<file path="src/hw/rtl/gpw_pkg.sv">
// Shared types and constants for the glyph pixel writer.
package gpw_pkg;

  localparam int ADDR_W   = 32;
  localparam int COLOR_W  = 32;
  localparam int COORD_W  = 12;
  localparam int DIM_W    = 13;
  localparam int PITCH_W  = 16;
  localparam int PSIZE_W  = 2;
  localparam int NBYTES_W = 3;
  localparam int BYTE_W   = 8;
  localparam int CODE_W   = 8;
  localparam int GROW_W   = 3;
  localparam int CFG_IDX_W = 3;

  localparam logic REQ_LOAD = 1'b0;
  localparam logic REQ_DRAW = 1'b1;

  localparam logic [CFG_IDX_W-1:0] REG_FB_BASE    = 3'd0;
  localparam logic [CFG_IDX_W-1:0] REG_FB_WIDTH   = 3'd1;
  localparam logic [CFG_IDX_W-1:0] REG_FB_HEIGHT  = 3'd2;
  localparam logic [CFG_IDX_W-1:0] REG_ROW_PITCH  = 3'd3;
  localparam logic [CFG_IDX_W-1:0] REG_PIXEL_SIZE = 3'd4;

  localparam logic [ADDR_W-1:0]  FB_BASE_RST    = 32'd0;
  localparam logic [DIM_W-1:0]   FB_WIDTH_RST   = 13'd640;
  localparam logic [DIM_W-1:0]   FB_HEIGHT_RST  = 13'd480;
  localparam logic [PITCH_W-1:0] ROW_PITCH_RST  = 16'd2560;
  localparam logic [PSIZE_W-1:0] PIXEL_SIZE_RST = 2'd3;

  typedef enum logic [2:0] {
    CMD_NOP,
    CMD_LOAD_Y,
    CMD_LOAD_X,
    CMD_MUL_STEP,
    CMD_SAVE_ROW,
    CMD_NEXT_COL,
    CMD_NEXT_ROW
  } alu_cmd_t;

endpackage

</file>
<file path="src/hw/rtl/gpw_alu.sv">
// Shared address adder with shift-add multiply and row/column stepping.
module gpw_alu (
  input  logic                              clk,
  input  gpw_pkg::alu_cmd_t                 cmd,
  input  logic [gpw_pkg::ADDR_W-1:0]        base,
  input  logic [gpw_pkg::PITCH_W-1:0]       pitch,
  input  logic [gpw_pkg::NBYTES_W-1:0]      nbytes,
  input  logic [gpw_pkg::COORD_W-1:0]       py,
  input  logic [gpw_pkg::COORD_W-1:0]       px,
  output logic [gpw_pkg::ADDR_W-1:0]        addr
);

  logic [gpw_pkg::ADDR_W-1:0]  acc;
  logic [gpw_pkg::ADDR_W-1:0]  row_start;
  logic [gpw_pkg::ADDR_W-1:0]  mcand;
  logic [gpw_pkg::COORD_W-1:0] mplier;
  logic [gpw_pkg::ADDR_W-1:0]  op_a;
  logic [gpw_pkg::ADDR_W-1:0]  op_b;
  logic [gpw_pkg::ADDR_W-1:0]  sum;

  always_comb begin
    op_a = acc;
    op_b = '0;
    case (cmd)
      gpw_pkg::CMD_MUL_STEP: op_b = mplier[0] ? mcand : '0;
      gpw_pkg::CMD_NEXT_COL: op_b = gpw_pkg::ADDR_W'(nbytes);
      gpw_pkg::CMD_NEXT_ROW: begin
        op_a = row_start;
        op_b = gpw_pkg::ADDR_W'(pitch);
      end
      default: op_b = '0;
    endcase
  end

  assign sum  = op_a + op_b;
  assign addr = acc;

  always_ff @(posedge clk) begin
    case (cmd)
      gpw_pkg::CMD_LOAD_Y: begin
        acc    <= base;
        mcand  <= gpw_pkg::ADDR_W'(pitch);
        mplier <= py;
      end
      gpw_pkg::CMD_LOAD_X: begin
        mcand  <= gpw_pkg::ADDR_W'(px);
        mplier <= gpw_pkg::COORD_W'(nbytes);
      end
      gpw_pkg::CMD_MUL_STEP: begin
        acc    <= sum;
        mcand  <= mcand << 1;
        mplier <= mplier >> 1;
      end
      gpw_pkg::CMD_SAVE_ROW: row_start <= acc;
      gpw_pkg::CMD_NEXT_COL: acc <= sum;
      gpw_pkg::CMD_NEXT_ROW: begin
        acc       <= sum;
        row_start <= sum;
      end
      default: ;
    endcase
  end

endmodule

</file>
<file path="config.mk">
export PLATFORM = sky130hd
export DESIGN_NAME = gpw_alu
export DESIGN_NICKNAME = d
export VERILOG_FILES = /design/src/hw/rtl/gpw_pkg.sv /design/src/hw/rtl/gpw_alu.sv
export SDC_FILE = /design/constraint.sdc
export NUM_CORES = 1
export LEC_CHECK = 0
export ABC_CLOCK_PERIOD_IN_PS = 5400
export BUFFER_PORTS_ARGS = -buffer_cell sky130_fd_sc_hd__buf_2
export CAP_MARGIN = 5
export CORE_AREA = 2 2 136 204
export CTS_CLUSTER_DIAMETER = 30
export DETAILED_ROUTE_END_ITERATION = 10
export DIE_AREA = 0 0 138 206
export PLACE_DENSITY = 0.54
export SETUP_SLACK_MARGIN = 0.1
export SLEW_MARGIN = 20
export SYNTH_ARGS = -nofsm -noshare
export SYNTH_HDL_FRONTEND = slang
export SYNTH_SLANG_ARGS = --single-unit
</file>
<file path="constraint.sdc">
create_clock -name clk -period 5.4 [get_ports clk]
set_clock_uncertainty 0.2 [all_clocks]
set_input_delay 0.54 -clock clk [delete_from_list [all_inputs] [get_ports clk]]
set_output_delay 0.54 -clock clk [all_outputs]
set_load 0.005 [all_outputs]
</file>
* Word-level counts from Yosys, hierarchy flattened
Cells that the tools add are included.
Widths: inputs -> output; s select.
** Cells by class
- Add/sub/neg operators :: 1
- Multiply operators :: 0
- Div/mod/pow operators :: 0
- Order comparisons :: 0
- Equality and inequality tests :: 6
- Shifts and indexed selects :: 0
- Multiplexer cells :: 7
- Bitwise gates (word level) :: 0
- Reductions and logical operators :: 4
** Operators with widths (count)
- $pmux 32 s3 :: 2
- $pmux 32 s2 :: 2
- $mux 32 :: 2
- $pmux 12 s3 :: 1
- $add 32x32->32 :: 1
- $eq 3x3->1 const B :: 3
- $eq 3x2->1 const B :: 2
- $reduce_bool 2->1 :: 2
- $eq 3x1->1 const B :: 1
- $reduce_bool 3->1 :: 1
- $reduce_or 3->1 :: 1
** Word-level totals
- Bits in registers :: 108
- Latch bits :: 0
- Memory bits (writable) :: 0
- Memory bits (read-only) :: 0
- Input port bits :: 79
- Output and inout bits :: 32
- Word-level logic and storage cells :: 22
- Memories kept :: 0

* Longest topological paths before layout
- Depth in word-level cells :: 4
- Gate-level depth with buffers :: 16
- Gate-level depth less buffers :: 13

* Worst setup path before layout
Ideal clock, no wire load.
- Path kind :: in2reg
- Start :: in cmd[0]
- End :: reg acc (netlist bit addr[24]), data pin
- Data arrival time :: 3.311 ns
- Required time :: 4.934 ns
- Slack :: 1.624 ns
- Cell stages on the path :: 15
- Path through :: and2b_1 -> nand2_1 -> clkbuf_1 -> clkbuf_1 -> nand2_1 -> nand2_1 -> ha_1 -> fa_1 -> a21o_1 -> a31oi_2 -> a211oi_1 -> o211ai_1 -> a21boi_1 -> nor4b_1 -> nor3_1
** Between the ends
- Cells in the longest elaborated chain, start to end :: 4
- Elaborated cells on any way between the ends :: 9
- Classes of those cells :: add/sub (1); eq/ne (4); mux (3); reduce/logical (1)
** Ends and longest elaborated chain
- start, declared :: RTL line gpw_alu.sv:4 : input gpw_pkg::alu_cmd_t cmd,
- $eq 3x3->1 or $eq 3x2->1 (tied branches) :: RTL line gpw_alu.sv:24, gpw_alu.sv:39
- $pmux 32 s3 or $mux 32 (tied branches) :: RTL line gpw_alu.sv:24 : case (cmd)
- $add 32x32->32 :: RTL line gpw_alu.sv:35 : assign sum = op_a + op_b;
- $pmux 32 s2 (*) :: RTL line gpw_alu.sv:39 : case (cmd)
- end signal, assigned :: RTL line gpw_alu.sv:41 : acc <= base;
- end signal, assigned :: RTL line gpw_alu.sv:50 : acc <= sum;
- end signal, assigned :: RTL line gpw_alu.sv:55 : gpw_pkg::CMD_NEXT_COL: acc <= sum;
- end, declared :: RTL line gpw_alu.sv:13 : logic [gpw_pkg::ADDR_W-1:0] acc;
Mark *: on every way between the ends. The rest lies on a longest branch, timed or not.
A chain may end at the register's enable or synchronous reset.

* Worst setup path after layout
Ends and elaborated chain as after synthesis.

==> reports/metrics.cfg <==
[routing]
wl_per_cell_um=17.1
wirelength_mm=20.6
avgViaCountPerCell=4.92
drt_iter0_drc=252
ant_nets=0
drt_first_pass_iters=6
vias=5919
drc_errors=0

[sta]
rsz0062_at_grt=false
hold_viol_final=0
finalMaxSlewViolations=0
layout_min_cycle_time_ns=3.97
setup_tns_ns=0
finalCritPeriodShare=0.735
setup_violations=0
relSlewSlack=0.369
worst_pin_slew_ns=0.946
max_freq_ghz=0.252

[cts]
clk_latency_ns=0.37
numCtsBuffers=9
post_cts_resize_count=0
ctsHoldBuffers=0
cts_tree=yes
clk_pin_slew_worst_paths_ns=0.08
cts_buffer_depth=2
h-tree-depth=3
cts.sinks=108
cts_setup_buffers=0
cts-root-buf=clkbuf_16

[global_routing]
grt_pass1_vias=6144
grt_overflow_total=0
grt_pass1_wl_mm=32.8
grt_max_degree=51
track_usage=0.147
antenna_found_initial=1

[logic_synthesis]
synth_edf_count=108
synth_xor_area_frac=0.0283
ys_seq_area_frac=0.455
yosys.area.top_type=edfxtp_1
async_flop_share=0
synthTopCellsByArea=edfxtp_1, nand2_1, ha_1
syn_area_per_cell_um2=9.24
synth_fa_ha_area_frac=0.0573
synth_flop_cell=edfxtp_1
yosys.area.top_type_share=0.455
synthesis.instances=771
syn-num-nets=882
synthDistinctLibCells=63
ys_warn_count=0
synth-simple-area-share=0.205
synth.area.mux_share=0.0311
synth_top_family_by_area=simple AND/OR/NAND/NOR gates
synth_area_um2=7120
synth-compound-area-share=0.190
ys_ff_latch=108

[critical_path]
critPathMaxStageDelay_ns=0.43
critPathRequiredTime_ns=5.31
crit_cells=14
crit_buf_inv=1
cp-end-kind=flip-flop
cp_slowest_cell=o211ai_1
r2r_cells=11
worstPathArrival_ns=3.88
critPathKind=primary input to flip-flop
worstPathMaxFanout=26
r2r_start=mplier[0]
worstSetupStartpoint=cmd[0]
path_cells=buf_2, and2b_1, nand2_2, nand2_1, nand2_1, ha_1, fa_1, a21o_1, a31oi_2, a211oi_1, o211ai_1, a21boi_1, nor4b_1, nor3_1
start_kind=primary input
cp_common_cell=nand2_1
crit_family=simple AND/OR/NAND/NOR gates

[final_layout]
drive_gt1_frac=0.179
multi_input_area_um2=3670
final_nets=969
fillers=2850
regArea_um2=3240
antenna_cells=0
area_growth_pct=16.7

[floorplanning]
rows=74
core_area_um2=26900
ioPinCount=111
start_util=0.265
die_area_um2=28400
die_y_um=206
fp.dieW_um=138

[placement]
dp_hpwl_mm=15.9
io_buffers=110
finalWeightedCongestion=0.889

[power_and_ir_drop]
leakagePower_nw=3.56
total_power_mw=2.18
max-vdd-ir-drop_v=0.000144
powerDensity_nw_per_um2=262

[job]
drv_cap=0

[run_status]
outcome=complete, no violations

[min_path]
hold_path.class=primary input to flip-flop
hold_start=py[5]
holdPathStages=3

cell usage in the layout, fill, tap and decap left out, types with 3 or more instances in the layout:
cell / instances
o21a_1: 9
o21bai_1: 8
a211oi_1: 4
nand2_1: 198
o31a_1: 3
nor3_1: 9
ha_1: 31
and3_1: 24
nand4_1: 9
a22o_1: 19
o21ai_1: 8
xnor2_1: 16
nor2b_1: 3
edfxtp_1: 108
nand2b_1: 4
xor2_1: 7
nor2_1: 20
inv_1: 11
or2_2: 3
o21ai_0: 65
a21o_1: 14
o31ai_1: 6
o22ai_1: 3
buf_2: 110
o211ai_1: 3
a21oi_1: 37
nand3_1: 19
and2_1: 20
mux2i_1: 21
buf_4: 12
clkbuf_16: 9
tightest hold or removal path: cells and delay by family:
| kind | cells | cell delay [ns] |
|---|---|---|
| buffers and inverters | 1 | 0.07 |
| AND/OR/NAND/NOR | 2 | 0.09 |
report_power, final:
part	internal, mW	total (mW)	switching, mW
Combinational	0.169	0.457	0.289
Clock	0.359	0.682	0.323
Sequential	1.01	1.04	0.0309
Total	1.54	2.18	0.643
metal layers:
metal	up-vias	share of wire	global-route usage
li1	2987	-	-
met1	2755	0.42	0.168
met2	134	0.51	0.263
met3	41	0.037	0.0250
met4	2	0.039	0.0743
met5	-	0.00054	0
synth_stat cells, types with 14 or more instances:
cell and number:
clkbuf_1 33, edfxtp_1 108, a22o_1 19, and3_1 24, mux2i_1 21, xnor2_1 16
a21o_1 14, a21oi_1 37, nand2_1 199, and2_1 20, nor2_1 22, ha_1 31
o21ai_0 65, nand3_1 19
flip-flops by register name, indices dropped and copies added (netlist names):
name       flops
mplier        12
row_start     32
addr          32
mcand         32
logic make-up after synthesis:
group,after synthesis
AO/OA/AOI/OAI,204
multiplexers,22
XOR/XNOR,23
AND/OR/NAND/NOR,325
adder cells (fa/ha/maj),32
flip-flops,108
buffers and inverters,57
final timing paths:
kind	endpoint	slack [ns]
max	addr[24]	1.43
max reg2reg	addr[24]	1.63
min reg2reg	mplier[3]	0.35
min	mplier[5]	0.23
through the flow:
stage	cells	worst slack, ns	hold WS [ns]	util	cell area, um2
final	1204	1.43	0.227	0.310	8310
after global routing	1204	1.18	0.228	0.310	8310
after CTS	1204	1.44	0.205	0.310	8310
after detailed placement	1189	1.03	0.345	0.299	8020
after global placement	1189	1.06	0.335	0.299	8020
after floorplan	771	1.62	0.311	-	7120
cell type report:
cell class              instances  share of cell area
well taps                     342              0.0515
clock buffers                   9              0.0271
repair buffers                122              0.0771
clock inverters                 6             0.00768
inverters                      11             0.00497
multi-input cells             606               0.442
flip-flops and latches        108               0.390
No activity file was read; power rests on OpenSTA's default activity.
